### config.mk
export PLATFORM = sky130hd
export DESIGN_NAME = tibs_search
export DESIGN_NICKNAME = d
export VERILOG_FILES = /design/src/tibs_pkg.sv /design/src/tibs_search.sv
export SDC_FILE = /design/constraint.sdc
export NUM_CORES = 1
export LEC_CHECK = 0
export ABC_AREA = 1
export BUFFER_PORTS_ARGS = -buffer_cell sky130_fd_sc_hd__buf_2
export CAP_MARGIN = 20
export CORE_MARGIN = 3
export CORE_UTILIZATION = 30
export CTS_CLUSTER_DIAMETER = 60
export DETAILED_ROUTE_END_ITERATION = 6
export GPL_ROUTABILITY_DRIVEN = 0
export HOLD_SLACK_MARGIN = 0.02
export PLACE_DENSITY = 0.57
export SLEW_MARGIN = 10
export SYNTH_ARGS = -nofsm -noshare
export SYNTH_HDL_FRONTEND = slang
export SYNTH_SLANG_ARGS = --single-unit
### constraint.sdc
create_clock -name clk -period 7.5 [get_ports clk]
set_input_delay 2.25 -clock clk [delete_from_list [all_inputs] [get_ports clk]]
set_output_delay 2.25 -clock clk [all_outputs]
set_load 0.01 [all_outputs]
### src/tibs_pkg.sv
// Shared constants, codes and types of the tile index binary search block.
package tibs_pkg;

  localparam int TABLE_DEPTH    = 4096;
  localparam int MAX_TILE_BYTES = 1024 * 1024;

  localparam int IDX_W         = $clog2(TABLE_DEPTH);
  localparam int CNT_W         = $clog2(TABLE_DEPTH + 1);
  localparam int ENTRY_COUNT_W = 13;
  localparam int CFG_INDEX_W   = 8;
  localparam int CFG_DATA_W    = 32;

  localparam logic [CFG_INDEX_W-1:0] REG_ENTRY_COUNT = 8'd0;
  localparam logic [CFG_INDEX_W-1:0] REG_DATA_BASE   = 8'd1;

  localparam logic REQ_LOAD   = 1'b0;
  localparam logic REQ_LOOKUP = 1'b1;

  typedef enum logic [1:0] {
    ST_OK       = 2'd0,
    ST_NOT_FND  = 2'd1,
    ST_EMPTY    = 2'd2,
    ST_BAD_SIZE = 2'd3
  } status_t;

  typedef struct packed {
    logic [7:0]  zoom;
    logic [31:0] col;
    logic [31:0] row;
    logic [31:0] offset;
    logic [31:0] size;
  } entry_t;

  typedef struct packed {
    logic             en;
    logic [IDX_W-1:0] addr;
    entry_t           data;
  } tbl_wr_t;

  typedef struct packed {
    logic [CNT_W-1:0] count;
    logic [31:0]      base;
  } search_cfg_t;

endpackage

### src/tibs_search.sv
// Request sequencer: table loads, binary search probes and the result register.
module tibs_search (
  input  logic                  clk,
  input  logic                  rst,
  input  tibs_pkg::search_cfg_t cfg,
  input  logic                  in_valid,
  output logic                  in_ready,
  input  logic                  req_type,
  input  logic [11:0]           slot,
  input  logic [7:0]            zoom_level,
  input  logic [31:0]           tile_col,
  input  logic [31:0]           tile_row,
  input  logic [31:0]           entry_offset,
  input  logic [31:0]           entry_size,
  output tibs_pkg::tbl_wr_t     wr,
  output logic                  rd_en,
  output logic [tibs_pkg::IDX_W-1:0] rd_addr,
  input  tibs_pkg::entry_t      rd_data,
  output logic                  out_valid,
  input  logic                  out_ready,
  output logic [1:0]            status,
  output logic [32:0]           tile_pos,
  output logic [20:0]           tile_size
);
  import tibs_pkg::*;

  typedef enum logic [1:0] {S_IDLE, S_PROBE, S_CMP, S_FIN} state_t;

  state_t           state;
  logic [CNT_W-1:0] lo;
  logic [CNT_W-1:0] hi;
  logic [7:0]       key_zoom;
  logic [31:0]      key_col;
  logic [31:0]      key_row;
  status_t          res_status;
  logic [32:0]      res_pos;
  logic [20:0]      res_size;

  logic [CNT_W-1:0] mid;
  logic [CNT_W-1:0] mid_inc;
  logic             key_eq;
  logic             key_lt;
  logic             size_bad;
  logic             accept;

  assign in_ready = (state == S_IDLE);
  assign accept   = in_valid && in_ready;

  assign mid     = lo + ((hi - lo) >> 1);
  assign mid_inc = mid + CNT_W'(1);
  assign rd_en   = (state == S_PROBE);
  assign rd_addr = mid[IDX_W-1:0];

  // Loads write straight into the table on the accepting edge.
  assign wr.en        = accept && (req_type == REQ_LOAD) &&
                        (32'(slot) < 32'(TABLE_DEPTH));
  assign wr.addr      = IDX_W'(slot);
  assign wr.data.zoom   = zoom_level;
  assign wr.data.col    = tile_col;
  assign wr.data.row    = tile_row;
  assign wr.data.offset = entry_offset;
  assign wr.data.size   = entry_size;

  // Key ordering is zoom, then column, then row, all unsigned.
  assign key_eq = (key_zoom == rd_data.zoom) && (key_col == rd_data.col) &&
                  (key_row == rd_data.row);
  assign key_lt = (key_zoom < rd_data.zoom) ||
                  ((key_zoom == rd_data.zoom) &&
                   ((key_col < rd_data.col) ||
                    ((key_col == rd_data.col) && (key_row < rd_data.row))));
  assign size_bad = (rd_data.size == 32'd0) ||
                    (33'(rd_data.size) > 33'(MAX_TILE_BYTES));

  always_ff @(posedge clk) begin
    if (rst) begin
      state     <= S_IDLE;
      out_valid <= 1'b0;
    end else begin
      if (out_valid && out_ready && (state != S_FIN)) begin
        out_valid <= 1'b0;
      end
      unique case (state)
        S_IDLE: begin
          if (accept && (req_type == REQ_LOOKUP)) begin
            key_zoom <= zoom_level;
            key_col  <= tile_col;
            key_row  <= tile_row;
            lo       <= '0;
            hi       <= cfg.count;
            if (cfg.count == '0) begin
              res_status <= ST_EMPTY;
              res_pos    <= '0;
              res_size   <= '0;
              state      <= S_FIN;
            end else begin
              state <= S_PROBE;
            end
          end
        end
        S_PROBE: begin
          state <= S_CMP;
        end
        S_CMP: begin
          res_pos  <= '0;
          res_size <= '0;
          if (key_eq) begin
            if (size_bad) begin
              res_status <= ST_BAD_SIZE;
            end else begin
              res_status <= ST_OK;
              res_pos    <= {1'b0, cfg.base} + {1'b0, rd_data.offset};
              res_size   <= rd_data.size[20:0];
            end
            state <= S_FIN;
          end else if (key_lt) begin
            hi <= mid;
            if (lo >= mid) begin
              res_status <= ST_NOT_FND;
              state      <= S_FIN;
            end else begin
              state <= S_PROBE;
            end
          end else begin
            lo <= mid_inc;
            if (mid_inc >= hi) begin
              res_status <= ST_NOT_FND;
              state      <= S_FIN;
            end else begin
              state <= S_PROBE;
            end
          end
        end
        S_FIN: begin
          if (!out_valid || out_ready) begin
            out_valid <= 1'b1;
            status    <= res_status;
            tile_pos  <= res_pos;
            tile_size <= res_size;
            state     <= S_IDLE;
          end
        end
        default: state <= S_IDLE;
      endcase
    end
  end

endmodule

==> results of run 1 <==
cells in the final DEF, fill, tap and decap left out, types with 5 or more instances in the layout:
cell type / synthesis / final
sky130_fd_sc_hd__ha_1: 152 / 152
sky130_fd_sc_hd__o21ai_0: 55 / 55
sky130_fd_sc_hd__nand3_1: 42 / 42
sky130_fd_sc_hd__clkbuf_16: 0 / 29
sky130_fd_sc_hd__buf_4: 148 / 5
sky130_fd_sc_hd__clkinv_1: 0 / 6
sky130_fd_sc_hd__a21oi_2: 7 / 8
sky130_fd_sc_hd__buf_2: 1 / 401
sky130_fd_sc_hd__nor4_1: 13 / 13
sky130_fd_sc_hd__o21a_1: 13 / 13
sky130_fd_sc_hd__nand2_1: 235 / 235
sky130_fd_sc_hd__o21ai_1: 5 / 5
sky130_fd_sc_hd__nand4_1: 23 / 23
sky130_fd_sc_hd__inv_1: 255 / 254
sky130_fd_sc_hd__nor2_1: 124 / 123
sky130_fd_sc_hd__a31oi_1: 10 / 10
sky130_fd_sc_hd__a21o_1: 9 / 9
sky130_fd_sc_hd__edfxtp_1: 210 / 210
sky130_fd_sc_hd__nor3_1: 15 / 14
sky130_fd_sc_hd__a21oi_1: 112 / 111
sky130_fd_sc_hd__inv_2: 6 / 7
sky130_fd_sc_hd__o21bai_1: 5 / 5
sky130_fd_sc_hd__xnor2_1: 9 / 9
sky130_fd_sc_hd__xor2_1: 15 / 15
registers in the layout (all words and copies together) (netlist names):
signal	flops
res_pos	33
tile_pos	33
key_col	32
key_row	32
res_size	21
tile_size	21
hi	13
lo	13
key_zoom	8
res_status	2
state	2
status	2
out_valid	1
layer usage:
layer  vias to the layer above  part of all wire (%)
met5                         -                     0
met4                         0                   2.2
met3                        59                   7.6
met2                       422                    48
met1                      5266                    42
li1                       5532                     -
through the flow:
| stage | power (W) | utilization [%] | setup WS [ns] |
|---|---|---|---|
| 2_1_floorplan | 0.002187 | - | 0.7923 |
| 3_3_place_gp | 0.002497 | 34.31 | 1.849 |
| 3_5_place_dp | 0.002507 | 34.33 | 1.736 |
| 4_1_cts | 0.003908 | 36.41 | 1.069 |
| 5_1_grt | 0.004105 | 36.41 | 0.7986 |
| 6_report | 0.003858 | 36.41 | 1.070 |
layout make-up:
class / count / area share [%]
inverter: 261 / 5.853
antenna: 1 / 0.01495
timing repair buffer: 407 / 12.28
clock inverter: 20 / 1.271
clock buffer: 33 / 4.426
sequential: 213 / 38.04
tap: 600 / 4.485
multi-input combinational: 890 / 33.63
worst max-delay path, stage by stage (launching register included):
cell and delay, ns:
sky130_fd_sc_hd__edfxtp_1 0.39, sky130_fd_sc_hd__inv_1 0.06, sky130_fd_sc_hd__ha_1 0.35, sky130_fd_sc_hd__a21o_1 0.19
sky130_fd_sc_hd__a31oi_1 0.30, sky130_fd_sc_hd__o21ai_0 0.23, sky130_fd_sc_hd__a21oi_1 0.18, sky130_fd_sc_hd__o21bai_1 0.11
sky130_fd_sc_hd__nand2_1 0.08, sky130_fd_sc_hd__nand2_1 0.05, sky130_fd_sc_hd__a21oi_1 0.15, sky130_fd_sc_hd__xnor2_1 0.09
sky130_fd_sc_hd__ha_1 0.34, sky130_fd_sc_hd__inv_1 0.09, sky130_fd_sc_hd__nor3_1 0.26, sky130_fd_sc_hd__nand3_1 0.13
sky130_fd_sc_hd__nand3_1 0.14, sky130_fd_sc_hd__xor2_1 0.27, sky130_fd_sc_hd__buf_2 0.21
logic make-up after synthesis:
| kind of cell | Yosys count |
|---|---|
| AOI/OAI and AO/OA | 227 |
| xor gates and xnor gates | 28 |
| adders and majority gates | 155 |
| buffers and inverters | 418 |
| DFF | 213 |
| and+or+nand+nor | 480 |
worst paths after layout:
path | start | end | slack (ns)
worst max-delay path | lo[2] | rd_addr[11] | 1.07
worst min-delay path | res_size[19] | tile_size[19] | 0.42
worst max register to register | lo[2] | res_status[1] | 1.81
worst min register to register | res_size[19] | tile_size[19] | 0.42
power groups by stage:
stage / sequential [W] / clock, W / combinational [W]
floorplan: 0.00137 / 0 / 0.000819
global placement: 0.00137 / 0 / 0.00113
detailed placement: 0.00137 / 0 / 0.00114
CTS: 0.00135 / 0.00142 / 0.00114
global route: 0.00135 / 0.00146 / 0.00129
finish: 0.00135 / 0.00136 / 0.00115
==> results.ini, run 1 <==
[synthesis]
synth_net_count=2010
netlist_area_sq_mm=0.01412
synth.avg_cell_area_sq_um=9.283
synth_fa_ha_area_share_pct=13.89
yosys-top-cells-count=sky130_fd_sc_hd__inv_1 (255), sky130_fd_sc_hd__nand2_1 (235), sky130_fd_sc_hd__edfxtp_1 (210), sky130_fd_sc_hd__ha_1 (152), sky130_fd_sc_hd__buf_4 (148)
synth_seq_area_share_pct=45.09
fraction_of_the_mapped_netlist_area_in_compound_gates_pct=9.189
yosys-mux-area-fraction_pct=0
synthCells=1521
synth_top_family_by_area=buffers and inverters
ys_ff_latch=213
post-synth-top-area-cell=sky130_fd_sc_hd__edfxtp_1
synth_most_common_cell=sky130_fd_sc_hd__inv_1
synth_enable_flop_cells=210
ys_async_sr_fraction_pct=0
yosys_warnings=0
synth_ff_type=sky130_fd_sc_hd__edfxtp_1
synth.area.top_cells=sky130_fd_sc_hd__edfxtp_1 (45%), sky130_fd_sc_hd__ha_1 (13%), sky130_fd_sc_hd__buf_4 (7.9%)
post-synth-top-area-fraction_pct=44.66
yosys.area_share.xor_xnor_pct=1.949
synth-simple-area-share_pct=14.72
synthDistinctLibCells=48

[place]
hpwl_um=34110
portBuffers=401
dp_cells=2371
dpl_cell_area_sq_mm=0.01578

[worst_setup_path]
worst-endpoint-required_ns=5.25
worstSetupPathType=flop to output port
critPathCaptureType=output port
crit_path_dat_ns=4.18
rr_worst_depth=31
critical_path_peak_fanout=4
cp-start-kind=flop

[pwr]
comb_power_share_pct=29.8
switching_power_w=0.001295
power_leakage_nw=8.051
irDropWorstVdd_mv=0.1708
clockPowerShare_pct=35.4
internal_power_w=0.002564
power.share.sequential_pct=34.9
power.switching_fraction_pct=33.56
power.density_cell_area_mw_per_mm2=230.5

[routing]
drt-pass1-iter-count=6
detail_route.drc_violations=0
ant_nets=0
iteration_0_drc_count_of_the_detailed_router=697
via_count=11280
drt-wirelength-per-cell_um=17.20
wl_um=41710
route.detailed.vias_per_inst=4.651

[sta]
skew_ns=0.01497
post-route-min-period_ns=6.430
setup_viols_final=0
final-max-slew-violation-count=0
tns_ns=0
worst_pin_slew_ns=1.001
max_clock_freq_mhz=155.5
hold_violations=0
slew_headroom_pct=33.25
final_clock_period_utilization_by_the_worst_path_pct=85.73
holdWs_ns=0.4179
grt_setup_unrepaired=no

[die]
die-width_um=222.9
placeable_core_region_sq_mm=0.04597
start_util_pct=30.72
std_cell_rows=78
dieArea_sq_mm=0.04970
num_io_pins=554
chipHeight_um=222.9

[worst_hold_path]
holdCritPathClass=flop to flop
hold_depth=0

[finish]
multi_input_area_sq_mm=0.005629
area_of_all_placed_cells_without_fillers_sq_mm=0.01674
layout-drive-gt1-share_pct=27.03
nNetsFinal=2291
area_delta_synth_final_pct=18.54
layout.cells.non_filler=2425
register_area_sq_mm=0.006366
nFillCells=4675

[clocking]
cts-hold-fix-buffers=0
tritoncts_clock_tree=built
cts_max_level=1
cts-root-buf=sky130_fd_sc_hd__clkbuf_16
cts_post_setup_buffers_inserted=0
clkTransAtPathRegs_ns=0.06
insertion_delay_ns=0.56
clock_path_buffers=3
tritoncts.num_buffers=29
post_cts_resize_count=0
cts.sink_count=213

[grt]
grt_max_degree=73
grt_first_pass_wirelength_um=62690
grt.met2_usage_pct=27.52
gr-usage-all-layers_pct=16.00
grt_overflow_total=0
grt_pass1_vias=11380
gr-usage-met1_pct=19.89
gr-max-usage-layer=met2
antenna_found_initial=3
grt_use_met3_pct=4.171

[run_status]
run_status=complete, no violations

[run]
cap_violations=0

No activity file was read; power rests on OpenSTA's default activity.
==> run 2: changes to the inputs <==
==> constraint.sdc (replaced) <==
create_clock -name clk -period 6.6 [get_ports clk]
set_input_delay 1.98 -clock clk [delete_from_list [all_inputs] [get_ports clk]]
set_output_delay 1.98 -clock clk [all_outputs]
set_load 0.01 [all_outputs]
==> run 2 against run 1 <==
First-iteration DRC count fell by 24%; non-clock buffer count did not move; die area did not move; final cell count barely moved; cell area rose by 0.45%; clock skew rose by 0.0095 ns; clock power rose by 23%; register-to-register slack got worse by 0.82 ns; utilization rose by 0.16 points; sequential cell count did not move; critical endpoint unchanged; largest power group unchanged.
==> results.ini, run 2 (synthesis gave the netlist of run 1 again) <==
[run_status]
run_status=complete, no violations  ; unchanged

[pwr]
power_leakage_nw=8.091  ; was 8.051 nW
irDropWorstVdd_mv=0.1907  ; was 0.1708 mV
power.density_cell_area_mw_per_mm2=267.6  ; was 230.5 mW/mm^2

[finish]
register_area_sq_mm=0.006366  ; unchanged
nNetsFinal=2292  ; was 2,291
final_cell_mix=sky130_fd_sc_hd__buf_2 (401), sky130_fd_sc_hd__inv_1 (254), sky130_fd_sc_hd__nand2_1 (235)  ; unchanged
area_delta_synth_final_pct=19.07  ; was 18.54%
final_common_cell=sky130_fd_sc_hd__buf_2  ; unchanged
nFillCells=4620  ; was 4,675
area_of_all_placed_cells_without_fillers_sq_mm=0.01681  ; was 0.01674 sq mm
multi_input_area_sq_mm=0.005629  ; unchanged
largestRegisters=res_pos (33), tile_pos (33)  ; unchanged
finalCoreUtilization_pct=36.58  ; was 36.41%
layout-drive-gt1-share_pct=27.29  ; was 27.03%

[die]
start_util_pct=30.72  ; unchanged
dieArea_sq_mm=0.04970  ; unchanged
chipHeight_um=222.9  ; unchanged
placeable_core_region_sq_mm=0.04597  ; unchanged
die-width_um=222.9  ; unchanged
num_io_pins=554  ; unchanged
std_cell_rows=78  ; unchanged

[clocking]
clock_path_buffers=3  ; unchanged
cts-root-buf=sky130_fd_sc_hd__clkbuf_16  ; unchanged
cts_max_level=1  ; unchanged
cts.sink_count=213  ; unchanged
clkTransAtPathRegs_ns=0.06  ; about the same
tritoncts_clock_tree=built  ; unchanged
cts_post_setup_buffers_inserted=0  ; unchanged
cts-hold-fix-buffers=0  ; unchanged
post_cts_resize_count=0  ; unchanged
tritoncts.num_buffers=30  ; was 29
insertion_delay_ns=0.57  ; was 0.56 ns

[grt]
grt_max_degree=67  ; was 73
grt_overflow_total=0  ; unchanged
grt_pass1_vias=11450  ; was 11,380
grt_first_pass_wirelength_um=63280  ; was 62,690 um
antenna_found_initial=4  ; was 3
gr-usage-all-layers_pct=16.15  ; was 16.00%

[sta]
skew_ns=0.02444  ; was 0.01497 ns
grt_setup_unrepaired=no  ; unchanged
setup_viols_final=0  ; unchanged
hold_violations=0  ; unchanged
final_clock_period_utilization_by_the_worst_path_pct=93.95
final-max-slew-violation-count=0  ; unchanged
worst_pin_slew_ns=0.9801  ; was 1.001 ns
tns_ns=0  ; unchanged
max_clock_freq_mhz=161.3
post-route-min-period_ns=6.201
fin_ws_ns=0.3993  ; was 1.070 ns
slew_headroom_pct=34.66  ; was 33.25%

[routing]
route.detailed.vias_per_inst=4.623  ; was 4.651
detail_route.drc_violations=0  ; unchanged
ant_nets=0  ; unchanged
iteration_0_drc_count_of_the_detailed_router=533  ; was 697
drt-wirelength-per-cell_um=17.35  ; was 17.20 um
wl_um=42100  ; was 41,710 um
via_count=11220  ; was 11,280
drt-pass1-iter-count=5  ; was 6

[worst_setup_path]
crit_path_dat_ns=4.22  ; was 4.18 ns
cp-start-kind=flop  ; unchanged
worstSetupPathType=flop to output port  ; unchanged
worst-endpoint-required_ns=4.62  ; was 5.25 ns
critPathCaptureType=output port  ; unchanged
critical_path_peak_fanout=4  ; unchanged

[place]
hpwl_um=34310  ; was 34,110 um
portBuffers=401  ; unchanged
dpl_cell_area_sq_mm=0.01578  ; about the same
pre_cts_slack_ns=1.048  ; was 1.736 ns

[run]
cap_violations=0  ; unchanged

[worst_hold_path]
holdCritPathClass=flop to flop  ; unchanged

run 2: cell types whose count changed in the layout (fill, tap and decap cells not counted):
cell / change
sky130_fd_sc_hd__clkinv_1: -1
sky130_fd_sc_hd__clkinv_2: +2
sky130_fd_sc_hd__buf_6: -1
sky130_fd_sc_hd__clkbuf_16: +1
sky130_fd_sc_hd__bufinv_16: +2
sky130_fd_sc_hd__clkbuf_1: -3
sky130_fd_sc_hd__diode_2: +1
sky130_fd_sc_hd__inv_16: -1
sky130_fd_sc_hd__clkinv_8: +1
sky130_fd_sc_hd__buf_4: +1
run 2: final timing paths:
check	startpoint	end	slack (ns)	depth (start not counted)
min	res_pos[5]	tile_pos[5]	0.42	0
max	lo[2]	rd_addr[11]	0.40	18
min reg2reg	res_pos[5]	tile_pos[5]	0.42	0
max reg2reg	lo[2]	res_status[0]	0.99	31
run 2: area by class of cell:
class | instances | share of cell area [%]
Inverter | 261 | 5.827
Timing Repair Buffer | 407 | 12.21
Clock inverter | 23 | 1.637
Tap cell | 600 | 4.465
Multi-Input combinational cell | 890 | 33.48
Clock buffer | 31 | 4.488
Sequential cell | 213 | 37.87
Antenna cell | 2 | 0.02977
run 2: routing by layer:
layer,vias to the layer above,track usage (%),part of all wire [%]
li1,5532,-,-
met1,5236,20.27,42
met2,409,27.78,49
met3,44,4.513,7.7
met4,0,3.363,1.9
met5,-,0,0
run 2: stage by stage:
| step | total power [W] | cells | hold slack, ns |
|---|---|---|---|
| floorplan | 0.002485 | 1521 | 0.4003 |
| global placement | 0.002827 | 2370 | 0.4007 |
| detailed placement | 0.002847 | 2371 | 0.4045 |
| CTS | 0.004561 | 2425 | 0.4152 |
| global route | 0.004780 | 2425 | 0.4252 |
| finish | 0.004499 | 2427 | 0.4151 |
run 2: report_power, final:
group / total, W / leakage [nW] / switching (W) / internal, W
clock network: 0.00167 / 0.505 / 0.000641 / 0.00103
registers: 0.00153 / 1.93 / 0.0000153 / 0.00151
logic: 0.00130 / 5.66 / 0.000831 / 0.000467
run 2: worst max-delay path, cell delays in order (launching register included):
cell and delay (ns):
sky130_fd_sc_hd__edfxtp_1 0.39, sky130_fd_sc_hd__inv_1 0.06, sky130_fd_sc_hd__ha_1 0.35, sky130_fd_sc_hd__a21o_1 0.20, sky130_fd_sc_hd__a31oi_1 0.30, sky130_fd_sc_hd__o21ai_0 0.22, sky130_fd_sc_hd__a21oi_1 0.21, sky130_fd_sc_hd__o21bai_1 0.12
sky130_fd_sc_hd__nand2_1 0.07, sky130_fd_sc_hd__nand2_1 0.04, sky130_fd_sc_hd__a21oi_1 0.15, sky130_fd_sc_hd__xnor2_1 0.09, sky130_fd_sc_hd__ha_1 0.35, sky130_fd_sc_hd__inv_1 0.08, sky130_fd_sc_hd__nor3_1 0.27, sky130_fd_sc_hd__nand3_1 0.12
sky130_fd_sc_hd__nand3_1 0.15, sky130_fd_sc_hd__xor2_1 0.28, sky130_fd_sc_hd__buf_2 0.21
